**config.mk**
```make
export PLATFORM = sky130hd
export DESIGN_NAME = zigzag_varint_value_decoder_unit
export DESIGN_NICKNAME = d
export VERILOG_FILES = /design/src/rtl/core/zzv_pkg.sv /design/src/rtl/core/zzv_step.sv /design/src/rtl/core/zigzag_varint_value_decoder_unit.sv
export SDC_FILE = /design/constraint.sdc
export NUM_CORES = 1
export LEC_CHECK = 0
export ABC_AREA = 1
export BUFFER_PORTS_ARGS = -buffer_cell sky130_fd_sc_hd__buf_2
export CORE_UTILIZATION = 45
export DETAILED_ROUTE_END_ITERATION = 7
export GPL_TIMING_DRIVEN = 0
export PLACE_DENSITY = 0.69
export SLEW_MARGIN = 20
export SYNTH_ARGS = -nofsm -noshare
export SYNTH_HDL_FRONTEND = slang
export SYNTH_HIERARCHICAL = 1
export SYNTH_SLANG_ARGS = --single-unit
```
**constraint.sdc**
```tcl
create_clock -name clk_i -period 5.9 [get_ports clk_i]
set_input_delay 0.59 -clock clk_i [delete_from_list [all_inputs] [get_ports clk_i]]
set_output_delay 0.59 -clock clk_i [all_outputs]
set_load 0.02 [all_outputs]
```
**src/rtl/core/zzv_pkg.sv**
```systemverilog
// ----------------------------------------------------------------------------
// zzv_pkg: shared types for the zigzag varint value decoder
// Codes for value kinds and result status, decoder state and result records.
// ----------------------------------------------------------------------------
`default_nettype none

package zzv_pkg;

  localparam int unsigned ValueW   = 64;
  localparam int unsigned CountW   = 4;
  localparam int unsigned MaxBytes = 10;

  localparam logic [7:0] GroupMask = 8'h7f;
  localparam logic [7:0] MoreBit   = 8'h80;

  typedef enum logic [2:0] {
    KIND_LONG  = 3'd0,
    KIND_INT   = 3'd1,
    KIND_LEN   = 3'd2,
    KIND_COUNT = 3'd3,
    KIND_BOOL  = 3'd4
  } kind_e;

  typedef enum logic [2:0] {
    ST_OK       = 3'd0,
    ST_TOO_LONG = 3'd1,
    ST_INT_OOR  = 3'd2,
    ST_NEG_LEN  = 3'd3,
    ST_BAD_BOOL = 3'd4
  } status_e;

  typedef struct packed {
    logic [ValueW-1:0] acc;
    logic [CountW-1:0] cnt;
    kind_e             kind;
    logic              skip;
    logic [ValueW-1:0] held;
  } dec_state_t;

  typedef struct packed {
    logic [ValueW-1:0] value;
    status_e           status;
    kind_e             kind;
  } dec_result_t;

  // bit position of a 7-bit group: 7 * byte index
  function automatic logic [5:0] group_shift(input logic [CountW-1:0] idx);
    logic [5:0] sh;
    case (idx)
      4'd0:    sh = 6'd0;
      4'd1:    sh = 6'd7;
      4'd2:    sh = 6'd14;
      4'd3:    sh = 6'd21;
      4'd4:    sh = 6'd28;
      4'd5:    sh = 6'd35;
      4'd6:    sh = 6'd42;
      4'd7:    sh = 6'd49;
      4'd8:    sh = 6'd56;
      default: sh = 6'd63;
    endcase
    return sh;
  endfunction

endpackage

`default_nettype wire

```
**src/rtl/core/zzv_step.sv**
```systemverilog
// ----------------------------------------------------------------------------
// zzv_step: one byte of varint decoding
// Folds a byte into the decoder state and forms the result when a value ends.
// ----------------------------------------------------------------------------
`default_nettype none

module zzv_step
  import zzv_pkg::*;
(
  input  dec_state_t  state_i,
  input  logic [2:0]  kind_i,
  input  logic [7:0]  byte_i,
  output dec_state_t  state_o,
  output logic        emit_o,
  output dec_result_t result_o
);

  logic              start;
  kind_e             k_eff;
  logic [ValueW-1:0] acc_new;
  logic [ValueW-1:0] val;
  logic [CountW-1:0] cnt_new;
  logic              fits32;

  assign start   = (state_i.cnt == '0) && !state_i.skip;
  assign acc_new = state_i.acc
                 | ({{(ValueW-8){1'b0}}, byte_i & GroupMask} << group_shift(state_i.cnt));
  assign cnt_new = state_i.cnt + 4'd1;
  // zigzag: (enc >> 1) ^ -(enc & 1)
  assign val     = {1'b0, acc_new[ValueW-1:1]} ^ {ValueW{acc_new[0]}};
  // int32 fits when the top 33 bits are all equal
  assign fits32  = (&val[ValueW-1:31]) || !(|val[ValueW-1:31]);

  always_comb begin
    if (!start) begin
      k_eff = state_i.kind;
    end else if (kind_i > 3'(KIND_BOOL)) begin
      k_eff = KIND_LONG;
    end else begin
      k_eff = kind_e'(kind_i);
    end
  end

  always_comb begin
    state_o         = state_i;
    state_o.kind    = k_eff;
    emit_o          = 1'b0;
    result_o.value  = val;
    result_o.status = ST_OK;
    result_o.kind   = k_eff;

    if (start && (k_eff == KIND_BOOL)) begin
      emit_o         = 1'b1;
      result_o.value = {{(ValueW-8){1'b0}}, byte_i};
      result_o.status = (byte_i <= 8'd1) ? ST_OK : ST_BAD_BOOL;
    end else if ((byte_i & MoreBit) != 8'd0) begin
      if (cnt_new >= CountW'(MaxBytes)) begin
        emit_o          = 1'b1;
        result_o.value  = '0;
        result_o.status = ST_TOO_LONG;
        result_o.kind   = state_i.skip ? KIND_COUNT : k_eff;
        state_o.acc     = '0;
        state_o.cnt     = '0;
        state_o.skip    = 1'b0;
        state_o.held    = '0;
      end else begin
        state_o.acc = acc_new;
        state_o.cnt = cnt_new;
      end
    end else begin
      state_o.acc = '0;
      state_o.cnt = '0;
      if (state_i.skip) begin
        // size varint after a negative count is dropped
        emit_o         = 1'b1;
        result_o.value = state_i.held;
        result_o.kind  = KIND_COUNT;
        state_o.skip   = 1'b0;
        state_o.held   = '0;
      end else begin
        unique case (k_eff)
          KIND_INT, KIND_LEN: begin
            emit_o = 1'b1;
            if (!fits32) begin
              result_o.status = ST_INT_OOR;
            end else if ((k_eff == KIND_LEN) && val[ValueW-1]) begin
              result_o.status = ST_NEG_LEN;
            end
          end
          KIND_COUNT: begin
            if (val[ValueW-1]) begin
              state_o.held = '0 - val;
              state_o.skip = 1'b1;
            end else begin
              emit_o = 1'b1;
            end
          end
          default: begin
            emit_o        = 1'b1;
            result_o.kind = KIND_LONG;
          end
        endcase
      end
    end
  end

endmodule

`default_nettype wire

```
**src/rtl/core/zigzag_varint_value_decoder_unit.sv**
```systemverilog
// ----------------------------------------------------------------------------
// zigzag_varint_value_decoder_unit: streaming zigzag varint decoder
// Decodes base-128 little-endian varints into typed signed 64-bit values.
// ----------------------------------------------------------------------------
// Usage
//   Slave side: one encoded byte per beat in s_axis_tdata; s_axis_tuser carries
//   the value kind (0 long, 1 int, 2 length, 3 item count, 4 bool), sampled
//   only on the first byte of a value.
//   Master side: one beat per finished value or error: value and status in
//   m_axis_tdata, the reported kind in m_axis_tuser. Bytes in the middle of a
//   varint, and a negative item count waiting for its size varint, give no beat.
// Timing
//   A byte lands in an input register, is decoded from there and its result,
//   if any, is registered in the output register.
//   One byte per cycle while the output is not stalled; the per-byte step is a
//   64-bit shift-OR, zigzag map and range check, closed between the two registers.
// Reset
//   rst_ni clears both valid flags and the decoder state (accumulator, byte
//   count, kind, pending count); the first byte after reset starts a value.
// Stalls
//   While m_axis_tready is low the output holds; one more byte is taken into an
//   empty input register, then s_axis_tready drops until the output drains.
// ----------------------------------------------------------------------------
`default_nettype none

module zigzag_varint_value_decoder_unit
  import zzv_pkg::*;
(
  input  logic        clk_i,
  input  logic        rst_ni,
  input  logic        s_axis_tvalid,
  output logic        s_axis_tready,
  input  logic [7:0]  s_axis_tdata,   // [7:0] data_byte
  input  logic [2:0]  s_axis_tuser,   // [2:0] kind
  output logic        m_axis_tvalid,
  input  logic        m_axis_tready,
  output logic [71:0] m_axis_tdata,   // [63:0] value, [66:64] status, [71:67] zero
  output logic [2:0]  m_axis_tuser    // [2:0] value_kind
);

  // input register
  logic        in_valid_q;
  logic [2:0]  in_kind_q;
  logic [7:0]  in_byte_q;

  // decoder state and result register
  dec_state_t  state_q, state_d;
  logic        out_valid_q;
  dec_result_t out_q;

  logic        emit;
  dec_result_t result;
  logic        advance;

  // the held byte moves on when the output register is free or drains now
  assign advance       = in_valid_q && (!out_valid_q || m_axis_tready);
  assign s_axis_tready = !in_valid_q || advance;

  zzv_step u_step (
    .state_i  (state_q),
    .kind_i   (in_kind_q),
    .byte_i   (in_byte_q),
    .state_o  (state_d),
    .emit_o   (emit),
    .result_o (result)
  );

  always_ff @(posedge clk_i or negedge rst_ni) begin
    if (!rst_ni) begin
      in_valid_q <= 1'b0;
    end else if (s_axis_tvalid && s_axis_tready) begin
      in_valid_q <= 1'b1;
    end else if (advance) begin
      in_valid_q <= 1'b0;
    end
  end

  always_ff @(posedge clk_i) begin
    if (s_axis_tvalid && s_axis_tready) begin
      in_kind_q <= s_axis_tuser;
      in_byte_q <= s_axis_tdata;
    end
  end

  always_ff @(posedge clk_i or negedge rst_ni) begin
    if (!rst_ni) begin
      state_q <= '0;
    end else if (advance) begin
      state_q <= state_d;
    end
  end

  always_ff @(posedge clk_i or negedge rst_ni) begin
    if (!rst_ni) begin
      out_valid_q <= 1'b0;
    end else if (advance) begin
      out_valid_q <= emit;
    end else if (m_axis_tready) begin
      out_valid_q <= 1'b0;
    end
  end

  always_ff @(posedge clk_i) begin
    if (advance && emit) begin
      out_q <= result;
    end
  end

  assign m_axis_tvalid = out_valid_q;
  assign m_axis_tdata  = {5'd0, out_q.status, out_q.value};
  assign m_axis_tuser  = out_q.kind;

endmodule

`default_nettype wire

```
==> out/qor.txt <==
=====================================================================================
Outcome ................................................................    completed
Via count ..............................................................        18600
Start-to-end type of the worst setup path ..............................      reg2reg
Startpoint of the worst register-to-register path ......................  state_q[68]
Startpoint of the most critical setup path .............................  state_q[68]
Unrepaired setup endpoints after global routing ........................        false
Worst endpoint required time ...........................................      6.38 ns
Share of power burned in registers .....................................        0.176
Max Cap Viol ...........................................................            0
TritonRoute pass-1 iters ...............................................            7
FMAX ...................................................................      183 MHz
Setup TNS ..............................................................         0 ns
Post-placement cell area ...............................................   0.0177 mm²
Final count of hold timing violations ..................................            0
Post-DR vias/cell ......................................................         5.91
Clk_skew ...............................................................    0.0256 ns
Ports placed on the boundary ...........................................           92
Cell depth of the worst hold path ......................................            1
Critical path launch point type ........................................     register
Via count of the first global-routing pass .............................        16800
Number of flip-flops and latches in the synthesized netlist ............          219
CTS HTree Levels .......................................................            1
Number of buffers between clock root and the deepest sink ..............            3
Length in cells of the worst reg-to-reg path ...........................           28
Post-Place Setup Slack .................................................     0.616 ns
Avg Inst Size Synth ....................................................     6.52 µm²
Most common cell after layout, fill and taps aside ..................... sky130_fd_sc_hd__nand2_1
Worst reg2reg path endpoint ............................................  state_q[56]
Capturing element type of the critical path ............................     register
Wire length of the first global-routing pass ...........................    107000 µm
Clock-pin slew of the registers on the worst-case setup and hold paths .      0.06 ns
Clock Power Share ......................................................        0.131
Normalized max-slew margin .............................................        0.211
Crit-path slowest cell ................................................. sky130_fd_sc_hd__clkbuf_1
Worst skew pair latency ................................................      0.58 ns
Standard-cell rows .....................................................           69
Sequential cell area fraction in the yosys report ......................        0.356
Final critical-path share of the clock period ..........................        0.924
Number of nets in the layout ...........................................         2684
Total number of clock tree sinks .......................................          219
Area added between synthesis and finish ................................        12.2%
VDD IR max .............................................................   0.000437 V
Switching share of power ...............................................        0.597
Number of synthesis warnings ...........................................            6
Switching power ........................................................    0.00777 W
Worst Setup Slack, final ...............................................     0.446 ns
Internal cell power ....................................................    0.00526 W
Final non-filler cell area .............................................   0.0186 mm²
Top library cells by usage in the layout, fill and taps aside .......... sky130_fd_sc_hd__nand2_1, sky130_fd_sc_hd__nand3_1, sky130_fd_sc_hd__inv_1, sky130_fd_sc_hd__o21ai_0, sky130_fd_sc_hd__nor2_1
Transition time of the tightest slew-check pin .........................      1.18 ns
Worst EP arrival .......................................................      5.93 ns
Power density relative to cell area ....................................   702 mW/mm²
Netlist Area Pre-Place .................................................   0.0166 mm²
Remaining global-route overflow ........................................            0
Die Span X .............................................................       194 µm
Weighted congestion at the end of routability-driven global placement ..         1.02
Number of instances resized during post-cts repair .....................            0
Number of nets with antenna violations after routing ...................            0
Number of DRC markers in iteration 0 ...................................         2344
Gate family responsible for the most delay along the worst path ........ simple AND/OR/NAND/NOR gates
Count of buffer and inverter cells on the critical path ................            9
DR DRC count ...........................................................            0
Clock root buffer ...................................................... sky130_fd_sc_hd__clkbuf_16
Starting density of the core ...........................................        0.461
Setup crit end .........................................................  state_q[56]
Levels on crit path ....................................................           28
Leak ...................................................................      9.02 nW
Die Footprint ..........................................................   0.0376 mm²
Max incr delay on CP ...................................................      0.69 ns
Final max-slew violation count .........................................            0
DR WL/cell .............................................................      23.5 µm
Total setup violations reported at the end of the flow .................            0
Inserted Clock Buffers .................................................           27
Gate count after technology mapping ....................................         2539
Final HPWL from detailed placement .....................................     56700 µm
Most frequent cell on the critical path ................................ sky130_fd_sc_hd__nand2_1
Maximum number of pins on one net before global-route repair ...........           87
Overall routed net length ..............................................     73800 µm
Initial antenna violation count ........................................            2
Number of port buffers .................................................           86
Clock tree from TritonCTS ..............................................          yes
Share of layout cells above drive strength 1 ...........................        0.114
Count of cell types in the netlist .....................................           55
Logic gate share of total power ........................................        0.693
Die span in y ..........................................................       194 µm
Post-layout min period .................................................      5.45 ns
Largest fanout on the critical path ....................................           10
GRT Util Overall .......................................................        0.386
Floorplan Core Area ....................................................   0.0359 mm²
R2R setup slack ........................................................      0.45 ns
Hold crit path type ....................................................       in2reg
=====================================================================================
-- synth_stat cells, drive strengths merged --
cell / instances / share of area
xor2: 20 / 0.012
a32o: 1 / 0.00060
nor4: 2 / 0.00076
dfrtp: 138 / 0.21
a211oi: 12 / 0.0054
a311oi: 2 / 0.0011
nand4: 46 / 0.019
nor2: 211 / 0.055
a41oi: 1 / 0.00053
clkbuf: 58 / 0.013
o211a: 2 / 0.0012
edfxtp: 81 / 0.15
a31oi: 2 / 0.00076
o31ai: 12 / 0.0054
clkinv: 9 / 0.0020
o22ai: 11 / 0.0042
conb: 1 / 0.00023
nand2: 847 / 0.20
o21bai: 8 / 0.0045
buf: 81 / 0.029
nand3b: 2 / 0.00091
a211o: 1 / 0.00053
inv: 273 / 0.062
o211ai: 3 / 0.0014
ha: 7 / 0.0053
o21ai: 206 / 0.063
nor3: 14 / 0.0058
a21oi: 83 / 0.025
xnor2: 1 / 0.00053
or2: 2 / 0.00076
and3: 1 / 0.00038
nand3: 384 / 0.12
and2: 1 / 0.00038
o32ai: 1 / 0.00053
a22oi: 15 / 0.0068
-- through the flow --
stage	total power [W]	hold slack, ns	utilization	std cells
floorplan	0.00805	0.294	-	2543
global placement	0.0109	0.453	0.489	3090
detailed placement	0.0110	0.458	0.492	3093
CTS	0.0127	0.167	0.517	3144
global route	0.0137	0.177	0.517	3144
finish	0.0130	0.182	0.517	3146
-- routing by layer --
| layer | vias up | GRT usage | share of wire |
|---|---|---|---|
| li1 | 8550 | - | - |
| met1 | 8708 | 0.525 | 0.41 |
| met2 | 1138 | 0.585 | 0.43 |
| met3 | 190 | 0.0824 | 0.11 |
| met4 | 2 | 0.178 | 0.049 |
| met5 | - | 0 | 0.00016 |
-- cells by family after synthesis --
family / synth area share
compound gates: 0.121
xor+xnor: 0.0129
simple gates: 0.399
buf+inv: 0.106
flops: 0.356
fa+ha+maj: 0.00529
other cells: 0.000227
-- worst min-delay path by stage --
| stage | startpoint | end | slack, ns |
|---|---|---|---|
| after floorplan | rst_ni | in_valid_q | 0.29 |
| after global placement | state_q[72] | state_q[72] | 0.45 |
| after detailed placement | state_q[36] | state_q[36] | 0.46 |
| after CTS | s_axis_tuser[1] | in_kind_q[1] | 0.17 |
| after global routing | s_axis_tuser[2] | in_kind_q[2] | 0.18 |
| final | s_axis_tuser[1] | in_kind_q[1] | 0.18 |
-- worst reg2reg max path, delay by kind of cell (launching register included) --
family | cells | cell delay (ns)
DFF | 1 | 0.47
buffers and inverters | 9 | 2.01
and+or+nand+nor | 17 | 2.10
adders and majority gates | 2 | 0.77
-- registers in the layout, indices dropped and copies added, names as in the netlist --
signal         flops
state_q          136
m_axis_tuser       3
m_axis_tvalid      1
in_byte_q          8
in_kind_q          3
in_valid_q         1
m_axis_tdata      67
-- power groups by stage --
stage,logic (W),registers [W],clock network [W]
3_3_place_gp,0.00862,0.00231,0
4_1_cts,0.00867,0.00229,0.00171
6_report,0.00903,0.00230,0.00170
2_1_floorplan,0.00559,0.00246,0
5_1_grt,0.00962,0.00234,0.00177
3_5_place_dp,0.00865,0.00232,0
-- final cells by class --
type                            instances  area, µm²
Timing Repair Buffer                   90        518
Inverter                              282       1060
Clock inverter                         20        168
Clock buffer                           30        728
Sequential cell                       219       5890
Multi-Input combinational cell       1903       8930
Buffer                                139        697
Tap cell                              461        577
Fill cell                            3602      17300
Antenna cell                            2       5.00
-- what timing repair did --
| action | CTS | global route |
|---|---|---|
| setup endpoints to repair | 0 | 0 |
| hold buffers | 1 | 0 |
| buffers inserted | 0 | 0 |
| endpoints found under the hold margin | 25 | 0 |
Power figures use the tool's default switching activity.
